**src/hw/rtl/kor_pkg.sv**
```systemverilog
// Shared types, constants and nibble coding functions for the k-mer encoder.
`default_nettype none
package kor_pkg;

  localparam int MAX_K  = 16;
  localparam int NIB_W  = 4;
  localparam int CODE_W = MAX_K * NIB_W;
  localparam int K_W    = $clog2(MAX_K + 1);
  localparam int CHAR_W = 8;
  localparam int IDX_W  = $clog2(MAX_K);
  localparam int CFG_W  = K_W;
  localparam int CFG_IDX_W = 1;

  localparam logic [CFG_IDX_W-1:0] REG_KMER_LEN      = 1'd0;
  localparam logic [CFG_IDX_W-1:0] REG_ENCODING_MODE = 1'd1;

  localparam logic [CHAR_W-1:0] CHAR_A = 8'h41;
  localparam logic [CHAR_W-1:0] CHAR_C = 8'h43;
  localparam logic [CHAR_W-1:0] CHAR_G = 8'h47;
  localparam logic [CHAR_W-1:0] CHAR_T = 8'h54;

  localparam logic [NIB_W-1:0] NIB_A = 4'b1000;
  localparam logic [NIB_W-1:0] NIB_C = 4'b0100;
  localparam logic [NIB_W-1:0] NIB_T = 4'b0010;
  localparam logic [NIB_W-1:0] NIB_G = 4'b0001;

  localparam logic [NIB_W-1:0] THERMO_A = 4'b1111;
  localparam logic [NIB_W-1:0] THERMO_C = 4'b1110;
  localparam logic [NIB_W-1:0] THERMO_T = 4'b1100;
  localparam logic [NIB_W-1:0] THERMO_G = 4'b1000;

  typedef struct packed {
    logic [CHAR_W-1:0] base_char;
    logic              seq_start;
  } char_t;

  typedef struct packed {
    logic [CODE_W-1:0] kmer_code;
    logic              is_reverse;
    logic              last_of_run;
  } kmer_t;

  function automatic logic [NIB_W-1:0] onehot_of(input logic [CHAR_W-1:0] ch);
    logic [NIB_W-1:0] n;
    case (ch)
      CHAR_A:  n = NIB_A;
      CHAR_C:  n = NIB_C;
      CHAR_T:  n = NIB_T;
      CHAR_G:  n = NIB_G;
      default: n = '0;
    endcase
    return n;
  endfunction

  function automatic logic [NIB_W-1:0] comp_nib(input logic [NIB_W-1:0] n);
    return {n[1], n[0], n[3], n[2]};
  endfunction

  function automatic logic [NIB_W-1:0] thermo_nib(input logic [NIB_W-1:0] n);
    logic [NIB_W-1:0] t;
    case (n)
      NIB_A:   t = THERMO_A;
      NIB_C:   t = THERMO_C;
      NIB_T:   t = THERMO_T;
      NIB_G:   t = THERMO_G;
      default: t = '0;
    endcase
    return t;
  endfunction

endpackage
`default_nettype wire

```
**src/hw/rtl/kor_cell.sv**
```systemverilog
// One window cell: holds the one-hot nibble of one base and passes it on.
`default_nettype none
module kor_cell
  import kor_pkg::*;
(
  input  wire logic             clk,
  input  wire logic             shift,
  input  wire logic             clear,
  input  wire logic [NIB_W-1:0] din,
  output logic      [NIB_W-1:0] nib,
  output logic      [NIB_W-1:0] comp
);

  always_ff @(posedge clk) begin
    if (shift) begin
      nib <= clear ? '0 : din;
    end
  end

  assign comp = comp_nib(nib);

endmodule
`default_nettype wire

```
**src/hw/rtl/kor_emit.sv**
```systemverilog
// Output stage: holds one forward/reverse pair and presents it as two transfers.
`default_nettype none
module kor_emit
  import kor_pkg::*;
(
  input  wire logic              clk,
  input  wire logic              rst,
  input  wire logic              load,
  input  wire logic [CODE_W-1:0] fwd_code,
  input  wire logic [CODE_W-1:0] rev_code,
  output logic                   free,
  output logic                   kmer_valid,
  input  wire logic              kmer_stall,
  output kmer_t                  kmer_data
);

  logic              phase;
  logic [CODE_W-1:0] fwd;
  logic [CODE_W-1:0] rev;

  assign free = !kmer_valid || (phase && !kmer_stall);

  always_ff @(posedge clk) begin
    if (rst) begin
      kmer_valid <= 1'b0;
      phase      <= 1'b0;
    end else if (load) begin
      kmer_valid <= 1'b1;
      phase      <= 1'b0;
    end else if (kmer_valid && !kmer_stall) begin
      if (phase) begin
        kmer_valid <= 1'b0;
      end else begin
        phase <= 1'b1;
      end
    end
  end

  always_ff @(posedge clk) begin
    if (load) begin
      fwd <= fwd_code;
      rev <= rev_code;
    end
  end

  always_comb begin
    kmer_data.kmer_code   = phase ? rev : fwd;
    kmer_data.is_reverse  = phase;
    kmer_data.last_of_run = phase;
  end

endmodule
`default_nettype wire

```
**src/hw/rtl/kmer_onehot_revcomp_encoder.sv**
```systemverilog
// Top level of the k-mer one-hot encoder with reverse complement output.
// Characters enter one per transfer into a chain of 16 cells, each holding
// the one-hot nibble of one recent base. A character that completes a full
// clean window is flagged in the hit register; its forward and reverse
// k-mers are then loaded into a single output register pair and leave one
// after the other, forward first. While a flagged window waits for that
// register pair to be free, further characters are stalled. The user must
// write registers only while the block is idle; the block itself does not
// enforce it. kmer_len 0 acts as 1 and values above 16 act as 16.
`default_nettype none
module kmer_onehot_revcomp_encoder
  import kor_pkg::*;
(
  input  wire logic                 clk,
  input  wire logic                 rst,
  input  wire logic                 cfg_we,
  input  wire logic [CFG_IDX_W-1:0] cfg_index,
  input  wire logic [CFG_W-1:0]     cfg_data,
  input  wire logic                 char_valid,
  output logic                      char_stall,
  input  wire char_t                char_data,
  output logic                      kmer_valid,
  input  wire logic                 kmer_stall,
  output kmer_t                     kmer_data
);

  logic [K_W-1:0]    kmer_len;
  logic              encoding_mode;
  logic [K_W-1:0]    k_eff;
  logic [K_W-1:0]    clean_run;
  logic [K_W-1:0]    clean_run_next;
  logic [K_W-1:0]    run_base;
  logic              hit;
  logic              hit_next;
  logic              accept;
  logic              emit_free;
  logic              load;
  logic [NIB_W-1:0]  new_nib;
  logic [NIB_W-1:0]  cell_nib  [MAX_K];
  logic [NIB_W-1:0]  cell_comp [MAX_K];
  logic [CODE_W-1:0] fwd_code;
  logic [CODE_W-1:0] rev_code;

  always_ff @(posedge clk) begin
    if (rst) begin
      kmer_len      <= K_W'(MAX_K);
      encoding_mode <= 1'b0;
    end else if (cfg_we) begin
      case (cfg_index)
        REG_KMER_LEN:      kmer_len      <= cfg_data;
        REG_ENCODING_MODE: encoding_mode <= cfg_data[0];
        default: ;
      endcase
    end
  end

  always_comb begin
    if (kmer_len == '0) begin
      k_eff = K_W'(1);
    end else if (kmer_len > K_W'(MAX_K)) begin
      k_eff = K_W'(MAX_K);
    end else begin
      k_eff = kmer_len;
    end
  end

  assign load       = hit && emit_free;
  assign char_stall = hit && !emit_free;
  assign accept     = char_valid && !char_stall;
  assign new_nib    = onehot_of(char_data.base_char);

  always_comb begin
    run_base = char_data.seq_start ? '0 : clean_run;
    if (new_nib == '0) begin
      clean_run_next = '0;
    end else if (run_base < K_W'(MAX_K)) begin
      clean_run_next = run_base + K_W'(1);
    end else begin
      clean_run_next = run_base;
    end
    hit_next = (new_nib != '0) && (clean_run_next >= k_eff);
  end

  always_ff @(posedge clk) begin
    if (rst) begin
      clean_run <= '0;
      hit       <= 1'b0;
    end else begin
      if (accept) begin
        clean_run <= clean_run_next;
        hit       <= hit_next;
      end else if (load) begin
        hit <= 1'b0;
      end
    end
  end

  for (genvar i = 0; i < MAX_K; i++) begin : g_cell
    if (i == 0) begin : g_head
      kor_cell u_cell (
        .clk   (clk),
        .shift (accept),
        .clear (1'b0),
        .din   (new_nib),
        .nib   (cell_nib[i]),
        .comp  (cell_comp[i])
      );
    end else begin : g_body
      kor_cell u_cell (
        .clk   (clk),
        .shift (accept),
        .clear (char_data.seq_start),
        .din   (cell_nib[i-1]),
        .nib   (cell_nib[i]),
        .comp  (cell_comp[i])
      );
    end
  end

  always_comb begin
    logic [K_W-1:0]   age;
    logic [NIB_W-1:0] f;
    logic [NIB_W-1:0] r;
    fwd_code = '0;
    rev_code = '0;
    for (int q = 0; q < MAX_K; q++) begin
      age = k_eff - K_W'(1) - K_W'(q);
      f   = cell_nib[q];
      r   = cell_comp[age[IDX_W-1:0]];
      if (encoding_mode) begin
        f = thermo_nib(f);
        r = thermo_nib(r);
      end
      if (K_W'(q) < k_eff) begin
        fwd_code[q*NIB_W +: NIB_W] = f;
        rev_code[q*NIB_W +: NIB_W] = r;
      end
    end
  end

  kor_emit u_emit (
    .clk        (clk),
    .rst        (rst),
    .load       (load),
    .fwd_code   (fwd_code),
    .rev_code   (rev_code),
    .free       (emit_free),
    .kmer_valid (kmer_valid),
    .kmer_stall (kmer_stall),
    .kmer_data  (kmer_data)
  );

endmodule
`default_nettype wire

```
**config.mk**
```make
export PLATFORM = sky130hd
export DESIGN_NAME = kmer_onehot_revcomp_encoder
export DESIGN_NICKNAME = d
export VERILOG_FILES = /design/src/hw/rtl/kor_pkg.sv /design/src/hw/rtl/kor_cell.sv /design/src/hw/rtl/kor_emit.sv /design/src/hw/rtl/kmer_onehot_revcomp_encoder.sv
export SDC_FILE = /design/constraint.sdc
export NUM_CORES = 1
export LEC_CHECK = 0
export ABC_CLOCK_PERIOD_IN_PS = 9600
export BUFFER_PORTS_ARGS = -buffer_cell sky130_fd_sc_hd__buf_2
export CAP_MARGIN = 10
export CORE_UTILIZATION = 61
export CTS_BUF_LIST = sky130_fd_sc_hd__clkbuf_8
export CTS_CLUSTER_DIAMETER = 120
export DETAILED_ROUTE_END_ITERATION = 7
export PLACE_DENSITY = 0.8
export SYNTH_ARGS = -nofsm -noshare
export SYNTH_HDL_FRONTEND = slang
export SYNTH_SLANG_ARGS = --single-unit
```
**constraint.sdc**
```tcl
create_clock -name clk -period 9.6 [get_ports clk]
set_clock_uncertainty 0.15 [all_clocks]
set_input_delay 0.48 -clock clk [delete_from_list [all_inputs] [get_ports clk]]
set_output_delay 0.48 -clock clk [all_outputs]
set_load 0.05 [all_outputs]
```
## Word level (Yosys, flattened, before mapping)

Cells that the tools add are included.

- Word-level logic and storage cells: 400
- Bits in registers: 206

- Muxes and demuxes: 124
- Bitwise operators: 17
- $add $sub $neg: 17
- Equality and inequality tests: 132
- Reductions and logical operators: 21
- Order comparisons: 35

Operator list:

| kind | number |
|---|---|
| one-hot mux 4 bit (4 select lines) | 33 |
| binary-select mux 4 bit (select 4 bit) | 16 |
| 2-to-1 mux 4 bit | 64 |
| == test 4 x 1 -> 1 bit (second input constant) | 32 |
| == test 4 x 2 -> 1 bit (second input constant) | 32 |
| == test 4 x 3 -> 1 bit (second input constant) | 32 |
| == test 4 bit (second input constant) | 32 |
| greater-or-equal comparator 5 bit (second input constant) | 16 |
| NOT 4 -> 5 bit | 16 |
| 2-to-1 mux 64 bit | 1 |
| < comparator 4 x 5 -> 1 bit (first input constant) | 8 |
| == test 8 x 7 -> 1 bit (second input constant) | 4 |
| subtractor 4 bit (second input constant) | 8 |
| 2-to-1 mux 5 bit | 5 |
| < comparator 3 x 5 -> 1 bit (first input constant) | 4 |
| subtractor 4 x 3 -> 4 bit (second input constant) | 4 |
| < comparator 1 x 5 -> 1 bit (first input constant) | 2 |
| < comparator 2 x 5 -> 1 bit (first input constant) | 2 |
| subtractor 4 x 1 -> 4 bit (second input constant) | 2 |
| subtractor 4 x 2 -> 4 bit (second input constant) | 2 |
| logical AND 1 bit | 6 |
| AND reduction 2 bit | 3 |
| nonzero test 2 bit | 3 |
| adder 5 x 1 -> 5 bit (second input constant) | 1 |
| other kinds (11) | 18 |

## Logic depth before layout (Yosys ltp)

- Word-level depth: 12
- Mapped depth: 19
- Mapped depth without buffers: 14

## Modules after synthesis

Synthesis repeated with hierarchy kept, for this count alone.

- Cell total of the unflattened synthesis: 1704
- Area, all modules: 16752.3 µm²

Modules (own cells, without submodules):

| module | cells an instance | sequential area each (µm²) | area each (µm²) | times used |
|---|---|---|---|---|
| kmer_onehot_revcomp_encoder | 1302 | 240.2 | 9073.7 | 1 |
| kor_emit | 210 | 3883.7 | 4875.9 | 1 |
| kor_cell | 12 | 120.1 | 175.2 | 16 |

## Least setup slack after synthesis

Ideal clock, no wire load.

- Path kind: input-to-reg
- Start point: input port kmer_stall
- End point: register u_emit.fwd[0] (enable)
- Stages on the path: 2
- Library setup time: 657 ps
- Buffers on the path: 0
- Path slack: 1932 ps
- Data required time: 8793 ps
- Arrival: 6860 ps
- Cells stage by stage: nand2b_1 > a21oi_1

- Longest elaborated chain between the ends: 4

RTL lines:

| item | RTL line | RTL |
|---|---|---|
| start, declared | kmer_onehot_revcomp_encoder.sv:23 | `input wire logic kmer_stall,` |
| logical NOT 1 bit | kor_emit.sv:21 | `assign free = !kmer_valid \|\| (phase && !kmer_stall);` |
| logical AND 1 bit | kor_emit.sv:21 |  |
| logical OR 1 bit | kor_emit.sv:21 |  |
| logical AND 1 bit | kmer_onehot_revcomp_encoder.sv:67 | `assign load = hit && emit_free;` |
| via load | kmer_onehot_revcomp_encoder.sv:37 | `logic load;` |
| end signal, assigned | kor_emit.sv:41 | `fwd <= fwd_code;` |
| end, declared | kor_emit.sv:18 | `logic [CODE_W-1:0] fwd;` |

The timed path passes the listed nets, and every way through them passes these cells.
A chain may end at the register's enable or synchronous reset.

## Worst setup path in the final report

- Start point: register kmer_len[2]
- End point: register u_emit.rev[47] (data pin)

- Longest elaborated chain between the ends: 12
- Elaborated cells on any way between the ends: 17
- Classes of those cells: 2 x add/sub; 2 x order compare; 4 x eq/ne; 7 x mux; 1 x bitwise; 1 x reduce/logical

RTL lines:

| item | RTL line | RTL |
|---|---|---|
| start, declared | kmer_onehot_revcomp_encoder.sv:27 | `logic [K_W-1:0] kmer_len;` |
| start signal, assigned | kmer_onehot_revcomp_encoder.sv:46 | `kmer_len <= K_W'(MAX_K);` |
| start signal, assigned | kmer_onehot_revcomp_encoder.sv:50 | `REG_KMER_LEN: kmer_len <= cfg_data;` |
| greater-than comparator 5 bit | kmer_onehot_revcomp_encoder.sv:60 | `end else if (kmer_len > K_W'(MAX_K)) begin` |
| 2-to-1 mux 5 bit | kmer_onehot_revcomp_encoder.sv:60 |  |
| 2-to-1 mux 5 bit * | kmer_onehot_revcomp_encoder.sv:58 | `if (kmer_len == '0) begin` |
| subtractor 4 x 1 -> 4 bit | kmer_onehot_revcomp_encoder.sv:127 | `age = k_eff - K_W'(1) - K_W'(q);` |
| subtractor 4 bit | kmer_onehot_revcomp_encoder.sv:127 |  |
| NOT 4 -> 5 bit (implied by the code) | kmer_onehot_revcomp_encoder.sv:129 | `r = cell_comp[age[IDX_W-1:0]];` |
| binary-select mux 4 bit (select 4 bit) | kmer_onehot_revcomp_encoder.sv:129 |  |
| 2-to-1 mux 4 bit (implied by the code) (2 in a row) | kmer_onehot_revcomp_encoder.sv:129 |  |
| == test 4 x 1 -> 1 bit, or another cell as far along | kor_pkg.sv:61 | `case (n)` |
| one-hot mux 4 bit (4 select lines) | kor_pkg.sv:61 |  |
| 2-to-1 mux 4 bit | kmer_onehot_revcomp_encoder.sv:130 | `if (encoding_mode) begin` |
| end signal, assigned | kor_emit.sv:42 | `rev <= rev_code;` |
| end, declared | kor_emit.sv:19 | `logic [CODE_W-1:0] rev;` |

Mark *: on every way between the ends. The rest lies on a longest branch, timed or not. The select of a mux whose other input is x is not followed.

==> metrics.txt <==
EDFF count, synth about 190; Max VDD drop a little over 0.1 mV; Setup CP Type reg -> reg; final hold vios 0; max_cap viols 0; Leakage Power 0.00588 uW; Worst Hold Class in -> reg; Max clock buf depth 3; Data arrival, critical path between 6 and 7 ns; Post-Route WL around 46000 um; Area contributors post-synth edfxtp_1 36%, mux4_2 7.8%, mux2_2 5.3%, a21oi_1 4.3%, xnor2_1 4.0%; non-filler cells, final 1997; list of most frequent post-synthesis cells 192 x edfxtp_1, 150 x nor2_1, 137 x a21oi_1; CP Launch Type flop; worst r2r dst u_emit.rev[47]$_SDFFCE_PP0P_; root buffer cell clkbuf_8; Worst-Skew Late Latency between 0.5 and 0.6 ns; total gr overflow 0; clk sinks 206; cts repair resizes 0; CP required ~9.8 ns; cell accounting for the most synthesized area edfxtp_1; Fill cells around 2000; Synth warnings 0; Top Ports between 80 and 90; Min Clock Period, post-route 5.97 ns; Reg2Reg Launch Point kmer_len[2]$_SDFFE_PP0P_; Final ANT Viol Nets 0; total negative slack 0 ns; area added between synthesis and finish 6.57%; Die Height ~160 um; final slew viol count 0; full die area about 27000 um2; number of endpoints failing setup at the final stage 0; Hold Path End kmer_len[4]$_SDFFE_PP1P_; fin crit share about 62%; Post-Place Cells between 1500 and 2000; vias in the first global route 12500; Post-CTS Setup Bufs 0; CP Capture Type flop; GP Congestion 1.00; drt initial violations a little over 2000; Slew @ Worst Pin 1.25 ns; Yosys reg bits between 200 and 250; cell area after synthesis roughly 16000 um2; wire per inst 23.1 um; vias between 10000 and 15000; Initial Util a little over three fifths; initial antenna violation count 0; Overall Global Routing Usage a little over a third; register area share after synthesis a little under two fifths; Synth Instances roughly 1700; FP Rows slightly below 60; Peak Freq around 170 MHz; FFs w/ async S/R, synth 0%; worst r2r path cells 11; via/cell ratio between 6 and 7; top-count cell post-synth edfxtp_1; placed wire-length estimate 31600 um; first-pass GRT wire length about 71000 um; Syn Area/Cell ~9.5 um2; cell depth of the worst hold path 2; Netlist cell types 69; Nets approximately 1700; CTS tree yes; outcome completed; H-tree Lvls 2; IO buf count 87; fin util about two thirds; Worst-path clk slew approximately 0.07 ns; min-delay src cfg_data[4]; number of buffers created by CTS 37; DRT Pass-1 Iters 5; core box area 25400 um2; critical path fanouts, max 56; DRC 0; layout cell share with drive strength beyond 1 a little under a fifth; top-area cell type share of the netlist area 36.3%; hold buffers post-CTS 0; die width roughly 160 um; RSZ-0062 raised after global routing no; Slew Limit Headroom 15.7%; R2R Setup Slk approximately 3.6 ns; Pwr Density approximately 160 nW/um2; Primary FF master, synth edfxtp_1; Syn Nets approximately 1700; largest net degree at the start of global routing about 100
## area by class of cell
cell class                 count  area [um2]  share of cell area (%)
inverter                      15        58.8                   0.347
sequential                   206        6050                    35.7
clock inverter                24         149                   0.879
timing repair buffer         111         613                    3.62
clock buffer                  40         551                    3.25
antenna                        1        2.50                  0.0148
tap                          330         413                    2.44
multi-input combinational   1270        9110                    53.8
## registers in the layout, summed over array words and instances (netlist names)
name,count
clean_run,5
encoding_mode,1
g_cell.g_body.u_cell.nib,60
g_cell.g_head.u_cell.nib,4
hit,1
kmer_len,5
u_emit.fwd,64
u_emit.kmer_valid,1
u_emit.phase,1
u_emit.rev,64
## cell families (layout without fill, tap and decap cells)
| logic type | after synthesis | count (layout) | synth area share, % |
|---|---|---|---|
| AOI/OAI and AO/OA | 414 | 414 | 16.1 |
| DFF | 206 | 206 | 38.0 |
| adders and majority gates | 8 | 8 | 0.630 |
| other | 0 | 1 | 0 |
| buffers and inverters | 192 | 190 | 4.83 |
| muxes | 177 | 177 | 16.1 |
| and+or+nand+nor | 565 | 565 | 18.2 |
| xor gates and xnor gates | 106 | 106 | 6.10 |
## worst max-delay path: stages, from the launching register on
cell	delay [ns]
dfxtp_1	0.85
or4_1	0.21
buf_4	0.40
nand2_2	0.34
ha_2	0.75
buf_4	0.59
mux4_2	0.64
nor4b_1	0.17
nor4bb_1	1.07
xnor2_1	0.17
a211o_1	0.34
o31ai_1	0.06
## per-stage QoR
step           cell area (um2)  hold slack (ns)  power, uW  setup slack (ns)
2_1_floorplan            15900            0.309       1720              1.93
3_3_place_gp             16200            0.328       1890              3.93
3_5_place_dp             16200            0.335       1910              3.76
4_1_cts                  16900           0.0101       2720              3.75
5_1_grt                  16900           0.0138       2840              3.34
6_report                 16900          0.00932       2740              3.63
## report_power, final
group          total [uW]  internal, uW  switching [uW]
clock network         811           436             375
registers            1090          1030            69.8
logic                 829           335             495
total                2740          1800             940
## placed cells by master (no fill, tap or decap), drive strengths merged, types with 14 or more instances in the layout
cell type / Yosys / routed
a21oi: 137 / 137
a221o: 15 / 15
a22oi: 19 / 19
a31oi: 44 / 44
buf: 42 / 110
clkbuf: 135 / 41
dfxtp: 14 / 14
edfxtp: 192 / 192
inv: 13 / 27
mux2: 75 / 75
mux2i: 47 / 47
mux4: 55 / 55
nand2: 91 / 91
nand2b: 30 / 30
nand3: 50 / 50
nand4: 22 / 22
nor2: 150 / 150
nor2b: 69 / 69
nor3: 63 / 63
nor4: 18 / 18
nor4b: 17 / 17
o211ai: 15 / 15
o21ai: 103 / 103
xnor2: 73 / 73
xor2: 30 / 30
## per-layer routing
layer | wire (um) | vias to the layer above | global-route usage [%]
met5 | 0 | - | 0
met4 | 2260 | 0 | 18.0
met3 | 5080 | 147 | 7.01
met2 | 21000 | 864 | 53.1
met1 | 17800 | 6600 | 46.7
li1 | - | 6247 | -
## worst max path at each step
| stage | end | slack, ns | start | depth (start not counted) |
|---|---|---|---|---|
| after floorplan | u_emit.fwd[0]$_SDFFCE_PP0P_ | 1.93 | kmer_stall | 2 |
| after global placement | u_emit.rev[47]$_SDFFCE_PP0P_ | 3.93 | kmer_len[2]$_SDFFE_PP0P_ | 11 |
| after detailed placement | u_emit.rev[15]$_SDFFCE_PP0P_ | 3.76 | kmer_len[2]$_SDFFE_PP0P_ | 11 |
| after CTS | u_emit.rev[15]$_SDFFCE_PP0P_ | 3.75 | kmer_len[2]$_SDFFE_PP0P_ | 11 |
| after global routing | u_emit.rev[47]$_SDFFCE_PP0P_ | 3.34 | kmer_len[2]$_SDFFE_PP0P_ | 11 |
| final | u_emit.rev[47]$_SDFFCE_PP0P_ | 3.63 | kmer_len[2]$_SDFFE_PP0P_ | 11 |
Note: power is estimated with default switching activity, not from simulation.
